[src/sv/ckpb_pkg.sv]
// ----------------------------------------------------------------------------
// Colour-keyed pixel blend package
// Shared types and constants: pixel and result transactions, blend modes,
// register indexes and the constants of the fixed-point divide.
// ----------------------------------------------------------------------------
`default_nettype none

package ckpb_pkg;

    // Blend modes as held in the blend_mode register.
    typedef enum logic [2:0] {
        MODE_REPLACE    = 3'd0,
        MODE_ADD        = 3'd1,
        MODE_MULTIPLY   = 3'd2,
        MODE_SUBTRACT   = 3'd3,
        MODE_LIGHTEN    = 3'd4,
        MODE_DARKEN     = 3'd5,
        MODE_DIFFERENCE = 3'd6,
        MODE_UNUSED     = 3'd7
    } blend_mode_t;

    // Configuration register indexes.
    localparam int unsigned REG_IDX_W = 3;
    localparam logic [REG_IDX_W-1:0] REG_BLEND_MODE = 3'd0;
    localparam logic [REG_IDX_W-1:0] REG_ALPHA      = 3'd1;
    localparam logic [REG_IDX_W-1:0] REG_KEY_RED    = 3'd2;
    localparam logic [REG_IDX_W-1:0] REG_KEY_GREEN  = 3'd3;
    localparam logic [REG_IDX_W-1:0] REG_KEY_BLUE   = 3'd4;

    localparam logic [6:0] ALPHA_FULL = 7'd100;

    // The blend numerator is scaled to a common divisor of 25500 = 4 * 6375.
    // Quotient = ((n >> 2) * RECIP_6375) >> RECIP_SHIFT, exact below SAT_LIMIT.
    localparam logic [20:0]        RECIP_6375  = 21'd1347441;
    localparam int unsigned        RECIP_SHIFT = 33;
    localparam logic signed [24:0] SAT_LIMIT   = 25'sd6528000;

    // One input transaction.
    typedef struct packed {
        logic [7:0] img_red;
        logic [7:0] img_green;
        logic [7:0] img_blue;
        logic [7:0] msk_red;
        logic [7:0] msk_green;
        logic [7:0] msk_blue;
        logic       on_border;
    } pixel_t;

    // One result transaction.
    typedef struct packed {
        logic [7:0] out_red;
        logic [7:0] out_green;
        logic [7:0] out_blue;
        logic       blended;
    } result_t;

    // Blend controls shared by the three colour channels.
    typedef struct packed {
        blend_mode_t mode;
        logic [6:0]  alpha;
        logic [6:0]  beta;
    } blend_ctrl_t;

endpackage

`default_nettype wire

[src/sv/color_keyed_pixel_blend_core.sv]
// A result strobes once its accept bit has passed through valid_a_reg, valid_b_reg,
// valid_c_reg and valid_d_reg, and is taken at the edge that ends the strobe.
// Throughput: one pixel per clock; busy stays low and start is taken in every cycle.
// The four stages are the input register, the operand multiplies, the scaled
// numerator and the reciprocal divide. The receiver cannot stall the pipeline.
// Reset clears the stage valid bits and sets the registers to mode add,
// alpha 0 and key colour black.
// ----------------------------------------------------------------------------
// Colour-keyed pixel blend core
// Blends an image pixel with a mask pixel in one of seven modes, passing the
// image through on the border, in the unused mode or where the mask matches the key colour.
// ----------------------------------------------------------------------------
`default_nettype none

module color_keyed_pixel_blend_core
    import ckpb_pkg::*;
(
    input  wire logic                 clk,
    input  wire logic                 rst_n,
    input  wire logic                 start,
    output logic                      busy,
    input  wire pixel_t               pixel,
    output logic                      result_valid,
    output result_t                   result,
    input  wire logic                 cfg_valid,
    output logic                      cfg_ready,
    input  wire logic [REG_IDX_W-1:0] cfg_index,
    input  wire logic [7:0]           cfg_data
);

    // Configuration registers.
    logic [2:0] mode_reg;
    logic [6:0] alpha_reg;
    logic [7:0] key_red_reg;
    logic [7:0] key_green_reg;
    logic [7:0] key_blue_reg;

    // Pipeline control.
    logic       valid_a_reg;
    logic       valid_b_reg;
    logic       valid_c_reg;
    logic       valid_d_reg;
    logic       pass_b_reg;
    logic       pass_c_reg;
    logic       pass_d_reg;
    pixel_t     pix_a_reg;

    logic        accept;
    logic        keyed;
    logic        pass_a;
    logic [6:0]  alpha_sat;
    blend_ctrl_t ctrl;
    logic [7:0]  red_value;
    logic [7:0]  green_value;
    logic [7:0]  blue_value;

    assign busy      = 1'b0;
    assign cfg_ready = 1'b1;
    assign accept    = start & ~busy;

    // Register writes; indexes beyond the list are ignored.
    always_ff @(posedge clk or negedge rst_n)
    begin
        if (!rst_n)
        begin
            mode_reg      <= MODE_ADD;
            alpha_reg     <= '0;
            key_red_reg   <= '0;
            key_green_reg <= '0;
            key_blue_reg  <= '0;
        end
        else if (cfg_valid && cfg_ready)
        begin
            unique case (cfg_index)
                REG_BLEND_MODE: mode_reg      <= cfg_data[2:0];
                REG_ALPHA:      alpha_reg     <= cfg_data[6:0];
                REG_KEY_RED:    key_red_reg   <= cfg_data;
                REG_KEY_GREEN:  key_green_reg <= cfg_data;
                REG_KEY_BLUE:   key_blue_reg  <= cfg_data;
                default:        ;
            endcase
        end
    end

    // Input register for the pixel transaction.
    always_ff @(posedge clk)
    begin
        if (accept)
        begin
            pix_a_reg <= pixel;
        end
    end

    // Key match, border and unused mode all pass the image through.
    assign keyed = (pix_a_reg.msk_red == key_red_reg) &&
                   (pix_a_reg.msk_green == key_green_reg) &&
                   (pix_a_reg.msk_blue == key_blue_reg);
    assign pass_a = pix_a_reg.on_border | keyed | (mode_reg == MODE_UNUSED);

    // Alpha above 100 saturates to full weight on the image.
    assign alpha_sat  = (alpha_reg > ALPHA_FULL) ? ALPHA_FULL : alpha_reg;
    assign ctrl.mode  = blend_mode_t'(mode_reg);
    assign ctrl.alpha = alpha_sat;
    assign ctrl.beta  = ALPHA_FULL - alpha_sat;

    // Valid bits and the pass flag travel alongside the channel data.
    always_ff @(posedge clk or negedge rst_n)
    begin
        if (!rst_n)
        begin
            valid_a_reg <= 1'b0;
            valid_b_reg <= 1'b0;
            valid_c_reg <= 1'b0;
            valid_d_reg <= 1'b0;
            pass_b_reg  <= 1'b0;
            pass_c_reg  <= 1'b0;
            pass_d_reg  <= 1'b0;
        end
        else
        begin
            valid_a_reg <= accept;
            valid_b_reg <= valid_a_reg;
            valid_c_reg <= valid_b_reg;
            valid_d_reg <= valid_c_reg;
            pass_b_reg  <= pass_a;
            pass_c_reg  <= pass_b_reg;
            pass_d_reg  <= pass_c_reg;
        end
    end

    // One datapath per colour channel.
    ckpb_channel u_red
    (
        .clk   (clk),
        .ctrl  (ctrl),
        .img   (pix_a_reg.img_red),
        .msk   (pix_a_reg.msk_red),
        .pass  (pass_a),
        .value (red_value)
    );

    ckpb_channel u_green
    (
        .clk   (clk),
        .ctrl  (ctrl),
        .img   (pix_a_reg.img_green),
        .msk   (pix_a_reg.msk_green),
        .pass  (pass_a),
        .value (green_value)
    );

    ckpb_channel u_blue
    (
        .clk   (clk),
        .ctrl  (ctrl),
        .img   (pix_a_reg.img_blue),
        .msk   (pix_a_reg.msk_blue),
        .pass  (pass_a),
        .value (blue_value)
    );

    assign result_valid     = valid_d_reg;
    assign result.out_red   = red_value;
    assign result.out_green = green_value;
    assign result.out_blue  = blue_value;
    assign result.blended   = ~pass_d_reg;

`ifndef SYNTHESIS
    // A result taken at an edge always matches an earlier accepted transaction.
    assert property (@(posedge clk) disable iff (!rst_n)
        result_valid |-> $past(start, 4))
        else $error("result strobe without a matching transaction");

    // A border pixel is never blended.
    assert property (@(posedge clk) disable iff (!rst_n)
        (result_valid && $past(pixel.on_border, 4)) |-> !result.blended)
        else $error("border pixel was blended");

    // A pixel that is passed through keeps the image colour.
    assert property (@(posedge clk) disable iff (!rst_n)
        (result_valid && !result.blended) |->
            (result.out_red == $past(pixel.img_red, 4)) &&
            (result.out_green == $past(pixel.img_green, 4)) &&
            (result.out_blue == $past(pixel.img_blue, 4)))
        else $error("pass-through pixel does not match the image pixel");
`endif

endmodule

`default_nettype wire

[src/sv/ckpb_channel.sv]
// ----------------------------------------------------------------------------
// Colour-keyed pixel blend, one colour channel
// Three register stages: operand products, scaled numerator, exact divide
// by 25500 with saturation and the pass-through selection.
// ----------------------------------------------------------------------------
`default_nettype none

module ckpb_channel
    import ckpb_pkg::*;
(
    input  wire logic        clk,
    input  wire blend_ctrl_t ctrl,
    input  wire logic [7:0]  img,
    input  wire logic [7:0]  msk,
    input  wire logic        pass,
    output logic [7:0]       value
);

    // Stage B registers.
    logic signed [17:0] lin_b_reg;
    logic signed [17:0] lin_b_next;
    logic [14:0]        fac_b_reg;
    logic [14:0]        fac_b_next;
    logic               mul_b_reg;
    logic [7:0]         img_b_reg;
    logic               pass_b_reg;

    // Stage C registers.
    logic signed [24:0] num_c_reg;
    logic signed [24:0] num_c_next;
    logic [7:0]         img_c_reg;
    logic               pass_c_reg;

    // Stage D register.
    logic [7:0]         value_reg;
    logic [7:0]         value_next;

    logic signed [10:0] img_s;
    logic signed [10:0] msk_s;
    logic signed [10:0] other;
    logic signed [7:0]  beta_s;
    logic signed [17:0] beta_x;
    logic [14:0]        alpha_p;
    logic signed [25:0] lin_scaled;
    logic [22:0]        mul_prod;
    logic [20:0]        num_q;
    logic [41:0]        recip_prod;

    // Second operand of the blend for the selected mode.
    always_comb
    begin
        img_s = signed'({3'b000, img});
        msk_s = signed'({3'b000, msk});
        case (ctrl.mode)
            MODE_REPLACE:    other = msk_s;
            MODE_ADD:        other = img_s + msk_s;
            MODE_SUBTRACT:   other = img_s - msk_s;
            MODE_LIGHTEN:    other = (img > msk) ? img_s : msk_s;
            MODE_DARKEN:     other = (img < msk) ? img_s : msk_s;
            MODE_DIFFERENCE: other = (img > msk) ? (img_s - msk_s) : (msk_s - img_s);
            default:         other = '0;
        endcase
    end

    // Weighted sum for the linear modes and the factor for multiply.
    always_comb
    begin
        beta_s     = signed'({1'b0, ctrl.beta});
        beta_x     = 18'(beta_s) * 18'(other);
        alpha_p    = 15'(ctrl.alpha) * 15'(img);
        lin_b_next = signed'({3'b000, alpha_p}) + beta_x;
        fac_b_next = 15'(ctrl.alpha) * 15'd255 + 15'(ctrl.beta) * 15'(msk);
    end

    // Numerator over the common divisor of 25500.
    always_comb
    begin
        lin_scaled = 26'(lin_b_reg) * 26'sd255;
        mul_prod   = 23'(img_b_reg) * 23'(fac_b_reg);
        if (mul_b_reg)
        begin
            num_c_next = signed'({2'b00, mul_prod});
        end
        else
        begin
            num_c_next = signed'(lin_scaled[24:0]);
        end
    end

    // Exact divide by reciprocal, clamped to 0..255, or the pixel passed on.
    always_comb
    begin
        num_q      = num_c_reg[22:2];
        recip_prod = 42'(num_q) * 42'(RECIP_6375);
        if (pass_c_reg)
        begin
            value_next = img_c_reg;
        end
        else if (num_c_reg < 0)
        begin
            value_next = 8'd0;
        end
        else if (num_c_reg >= SAT_LIMIT)
        begin
            value_next = 8'd255;
        end
        else
        begin
            value_next = recip_prod[RECIP_SHIFT+7:RECIP_SHIFT];
        end
    end

    // Data stages move every cycle; validity is tracked by the top level.
    always_ff @(posedge clk)
    begin
        lin_b_reg  <= lin_b_next;
        fac_b_reg  <= fac_b_next;
        mul_b_reg  <= (ctrl.mode == MODE_MULTIPLY);
        img_b_reg  <= img;
        pass_b_reg <= pass;
        num_c_reg  <= num_c_next;
        img_c_reg  <= img_b_reg;
        pass_c_reg <= pass_b_reg;
        value_reg  <= value_next;
    end

    assign value = value_reg;

endmodule

`default_nettype wire

[config.mk]
export PLATFORM = sky130hd
export DESIGN_NAME = color_keyed_pixel_blend_core
export DESIGN_NICKNAME = d
export VERILOG_FILES = /design/src/sv/ckpb_pkg.sv /design/src/sv/color_keyed_pixel_blend_core.sv /design/src/sv/ckpb_channel.sv
export SDC_FILE = /design/constraint.sdc
export NUM_CORES = 2
export LEC_CHECK = 0
export BUFFER_PORTS_ARGS = -buffer_cell sky130_fd_sc_hd__buf_4
export CAP_MARGIN = 20
export CELL_PAD_IN_SITES_DETAIL_PLACEMENT = 0
export CELL_PAD_IN_SITES_GLOBAL_PLACEMENT = 1
export CORE_MARGIN = 5
export CORE_UTILIZATION = 44
export CTS_BUF_LIST = sky130_fd_sc_hd__clkbuf_16
export CTS_CLUSTER_SIZE = 25
export DETAILED_ROUTE_END_ITERATION = 12
export PLACE_DENSITY_LB_ADDON = 0.1
export SYNTH_ARGS = -nofsm -noshare
export SYNTH_HDL_FRONTEND = slang
export SYNTH_SLANG_ARGS = --single-unit
[constraint.sdc]
create_clock -name clk -period 9.3 [get_ports clk]
set_input_delay 0.465 -clock clk [delete_from_list [all_inputs] [get_ports clk]]
set_output_delay 0.465 -clock clk [all_outputs]
set_load 0.03 [all_outputs]
# After elaboration in Yosys (flattened, before gate mapping)
# Index checks and enable logic that the tools add are counted.
# classes
add_sub_neg	16
mul	19
order_cmp	13
eq_ne	14
muxes	25
bitwise_logic	3
n_reduce_logical	9
# ops
operator	count
11-bit case mux with 6 select lines	3
21-bit by 21-bit multiplier with 41-bit output, second input constant	3
8-bit 2-to-1 mux	15
7-bit by 8-bit multiplier with 15-bit output	6
25-bit by 24-bit greater-or-equal comparator with 1-bit output, second input constant	3
25-bit by 1-bit less-than comparator with 1-bit output, second input constant	3
18-bit by 9-bit multiplier with 25-bit output, second input constant	3
8-bit by 15-bit multiplier with 23-bit output	3
23-bit 2-to-1 mux	3
16-bit by 18-bit adder with 18-bit output	3
8-bit by 11-bit multiplier with 18-bit output	3
8-bit by 8-bit subtractor with 9-bit output	6
15-bit adder	3
11-bit 2-to-1 mux	3
8-bit by 8-bit adder with 9-bit output	3
8-bit == test	3
8-bit greater-than comparator	3
8-bit less-than comparator	3
3-bit == test, second input constant	5
7-bit by 8-bit multiplier with 15-bit output, second input constant	1
3-bit by 2-bit == test with 1-bit output, second input constant	4
2-bit AND reduction	5
7-bit greater-than comparator, second input constant	1
7-bit 2-to-1 mux	1
6 further kinds	10
# totals
regBits	339
in_bits	64
out_inout_bits	28
wordCells	142

# Longest topological paths before layout
# logic_depth
depth_word	5
mapped_depth	37
ltp_nobuf	34

# Hierarchy
# A second synthesis with hierarchy kept.
# unflattened
hier_cells	8905
hier_area_um2	83497.6
# by_module_without_submodules
module	instances	cells_each	area_each_um2	seq_area_each_um2
ckpb_channel (u_red)	1	2911	26802.0	1701.6
ckpb_channel (u_green)	1	2949	26793.2	1701.6
ckpb_channel (u_blue)	1	2844	26491.7	1701.6
color_keyed_pixel_blend_core	1	201	3410.8	2498.6

# Worst setup path before layout
# No wires, ideal clock.
# synth_path
path_kind	register to register
start	register alpha_reg[6]
end	register u_green.lin_b_reg[17]
setup_ps	72
t_arrival_ps	8408
t_required_ps	9228
path_slack_ps	820
stages_incl_launch_ff	37
n_path_buf	3
period_less_slack_ps	8480
path_cell_list	dfrtp_1 buf_2 nand2_1 a21oi_1 or2_2 clkbuf_1 inv_2 buf_1 nor2_1 fa_1 inv_1 fa_1 inv_1 fa_1 inv_1 fa_1 inv_1 ha_1 a21boi_0 o21ai_0 nand2b_1 a21o_1 a41o_1 o41a_1 xnor2_1 fa_1 inv_1 fa_1 fa_1 fa_1 inv_1 ha_1 or3_1 nor3_1 o41ai_1 a21oi_1 xnor2_1
# synth_via
elab_chain_cells	5
word_cells_on_any_way	6
cone_classes	2 x add/sub; 2 x mul; 1 x order compare; 1 x mux
# synth_lines
element	line_no	source
start, declared	color_keyed_pixel_blend_core.sv:33	logic [6:0] alpha_reg;
start signal, assigned	color_keyed_pixel_blend_core.sv:76	REG_ALPHA: alpha_reg <= cfg_data[6:0];
7-bit greater-than comparator	color_keyed_pixel_blend_core.sv:101	assign alpha_sat = (alpha_reg > ALPHA_FULL) ? ALPHA_FULL : alpha_reg;
7-bit 2-to-1 mux *	color_keyed_pixel_blend_core.sv:101	
7-bit subtractor	color_keyed_pixel_blend_core.sv:104	assign ctrl.beta = ALPHA_FULL - alpha_sat;
8-bit by 11-bit multiplier with 18-bit output	ckpb_channel.sv:69	beta_x = 18'(beta_s) * 18'(other);
16-bit by 18-bit adder with 18-bit output *	ckpb_channel.sv:71	lin_b_next = signed'({3'b000, alpha_p}) + beta_x;
named net u_green.lin_b_next[17]	ckpb_channel.sv:21	logic signed [17:0] lin_b_next;
end signal, assigned	ckpb_channel.sv:116	lin_b_reg <= lin_b_next;
end, declared	ckpb_channel.sv:20	logic signed [17:0] lin_b_reg;
# The timed path passes the listed nets; every way through them passes the cells marked *.
# A chain may end at the register's enable or synchronous reset.

# Worst setup path after layout
# layout_path
start	register alpha_reg[0]
end	register u_blue.lin_b_reg[17]
# layout_via
elab_chain_cells	5
word_cells_on_any_way	6
cone_classes	2 x add/sub; 2 x mul; 1 x order compare; 1 x mux
# layout_lines
element	line_no
7-bit greater-than comparator	color_keyed_pixel_blend_core.sv:101
7-bit 2-to-1 mux *	color_keyed_pixel_blend_core.sv:101
7-bit subtractor	color_keyed_pixel_blend_core.sv:104
8-bit by 11-bit multiplier with 18-bit output	ckpb_channel.sv:69
16-bit by 18-bit adder with 18-bit output *	ckpb_channel.sv:71
named net u_blue.lin_b_next[17]	ckpb_channel.sv:21
end signal, assigned	ckpb_channel.sv:116
end, declared	ckpb_channel.sv:20
# Marked as above.

==> results.yml <==
floorplan:
  core_area_sq_mm: 0.181
  die-area_sq_mm: 0.190
  initial_core_util_pct: 44.2
  fp-row-count: 156
  die_y_um: 436
  die_width_um: 436
  num_io_pins: 92
global_route:
  top_usage_layer: "met2"
  grt_use_met3_pct: 2.95
  met2_usage_pct: 36.3
  overflow: 0
  grt_use_total_pct: 22.5
  grt.met1_usage_pct: 32.5
  grt_pass1_wl_mm: 337
  antenna_found_initial: 2
  grt_max_degree: 70
  grt_pass1_vias: 59700
synth:
  netlist_top_cells_area: "fa_1 35%, ha_1 22%, inv_1 11%, dfxtp_1 6.2%, nor2_1 2.7%"
  synth.most_common_cell: "inv_1"
  synthAdderAreaFrac_pct: 56.9
  syn-cell-area_sq_mm: 0.0799
  synth_top_area_share_pct: 34.9
  synth_top_family_by_area: "adder cells"
  yosys-top-cells-count: "2335 x inv_1, 1402 x ha_1, 1394 x fa_1"
  ys_types: 104
  synth_ff_type: "dfxtp_1"
  postSynthCellCount: 8615
  syn-num-nets: 11500
  yosys_warnings: 0
  yosys.area_share.simple_pct: 9.43
  ys_seq_area_share_pct: 9.37
  synth.avg_cell_area_sq_um: 9.27
  synth_top_cell_by_area: "fa_1"
  synth-seq-cells: 339
  synth_edf_count: 49
  async_flop_share_pct: 12.1
  yosys.area_share.xor_xnor_pct: 3.92
  synthMuxAreaShare_pct: 0.940
  synth_compound_area_share_pct: 7.65
routing:
  via_per_inst: 5.00
  drtAntennaViolNets: 0
  routed_wl_mm: 209
  num_vias: 55700
  remaining_drc_errors: 0
  drt_iter0_drc: 2604
  firstDrtPassIters: 5
  wire_per_inst_um: 18.8
clock_tree:
  cts_max_path_buffers: 3
  root_buffer: "clkbuf_16"
  cts.htree.levels: 2
  path_clk_slew_ns: 0.06
  post-cts-setup-buffer-count: 0
  ctsResizeCount: 0
  cts_tree: "built"
  cts_sinks: 339
  clk_latency_ns: 0.67
  postCtsHoldBufs: 49
  cts_buffers: 49
timing:
  relSlewSlack_pct: 26.9
  grt_setup_unrepaired: "false"
  hold_viol: 0
  fin_crit_sh_pct: 93.9
  tns_ns: 0
  tightest_slew_ns: 1.09
  period_needed_ns: 8.73
  setup-violations-final: 0
  slew_viol_final: 0
  skew_ns: 0.0480
  max_freq_mhz: 115
setup_path:
  required_ns: 9.85
  crit_top_cell: "fa_1"
  crit_slowest_cell: "fa_1"
  path_max_fanout: 13
  endpoint_kind: "flop"
  critPathMaxStageDelay_ns: 0.55
  path_class: "flop to flop"
  worst_setup_path_start_kind: "flop"
  cp.arrival_ns: 9.28
cells_and_area:
  multi_input_area_sq_mm: 0.0631
  largest_reg_flops: 49
  regArea_sq_mm: 0.00749
  layout-drive-gt1-share_pct: 4.50
  fin_nets: 11600
  fillers: 17600
  area_delta_synth_final_pct: 7.46
outcome:
  status: "finished, final reports clean"
place:
  dp_hpwl_mm: 177
  io_buffers: 89
  gp_congestion: 0.942
hold_path:
  hold_class: "input pin to flop"
run:
  max-cap-violations: 0
per-layer routing:
layer | vias up | part of all wire, %
li1 | 26800 | -
met1 | 27800 | 48
met2 | 966 | 45
met3 | 199 | 4.5
met4 | 0 | 2.2
met5 | - | 0
area by class of cell:
type                       count  area share, %
antenna                        1        0.00292
clock buffer                  49           1.43
clock inverter                42          0.481
inverter                    2347           10.3
multi-input combinational   5782           73.5
sequential                   339           8.73
tap                         2370           3.46
timing repair buffer         228           2.15
cell usage in the layout, fill, tap and decap left out, drive strengths merged, types with 28 or more instances in the layout:
master,n
edfxtp,49
or3,28
nand3,60
nor2,578
o31ai,28
nand2,492
ha,1402
dfrtp,40
nand4,36
mux2,45
and3,28
a21oi,303
clkbuf,49
o21a,28
nor2b,50
and2,190
dlygate4sd3,49
buf,179
dfxtp,249
a21o,107
xor2,114
inv,2355
xnor2,238
nand2b,76
fa,1394
o21ai,174
nor3,66
cells by family after synthesis:
| logic type | count (synthesis) |
|---|---|
| adders and majority gates | 2796 |
| buffers and inverters | 2494 |
| and+or+nand+nor | 1651 |
| AOI/OAI and AO/OA | 910 |
| xor gates and xnor gates | 354 |
| DFF | 339 |
| muxes | 69 |
| other | 2 |
worst max-delay path, delay by kind of cell (launching register included):
family                   cells  cell delay (ns)
AO/OA/AOI/OAI                9             1.80
XOR/XNOR                     2             0.31
adder cells (fa/ha/maj)     10             4.55
buffers and inverters        6             0.73
flip-flops                   1             0.39
AND/OR/NAND/NOR              4             0.86
path summary, 6_finish.rpt:
| check | cells after the start | slack, ns | startpoint | end |
|---|---|---|---|---|
| max | 31 | 0.57 | alpha_reg[0] | u_blue.lin_b_reg[17] |
| min | 1 | 0.05 | pixel[39] | pix_a_reg[39] |
| max reg2reg | 31 | 0.57 | alpha_reg[0] | u_blue.lin_b_reg[17] |
| min reg2reg | 0 | 0.33 | u_blue.pass_b_reg | u_blue.pass_c_reg |
| max in group asynchronous | 2 | 8.56 | rst_n | mode_reg[0] |
| min in group asynchronous | 2 | 0.35 | rst_n | key_red_reg[0] |
per-stage QoR:
stage / utilization [%] / hold WS, ns / std cells / instance area (sq um) / setup slack, ns
floorplan: - / 0.169 / 8615 / 79900 / 0.820
global placement: 46.3 / 0.311 / 11000 / 83700 / 0.497
detailed placement: 46.3 / 0.312 / 11000 / 83700 / 0.571
CTS: 47.5 / 0.000296 / 11200 / 85800 / 0.549
global route: 47.5 / 0.0159 / 11200 / 85800 / 0.0109
finish: 47.5 / 0.0496 / 11200 / 85800 / 0.572
Power is not shown: default switching activity piles up to over one toggle a cycle in this logic, so the estimate is an artifact.
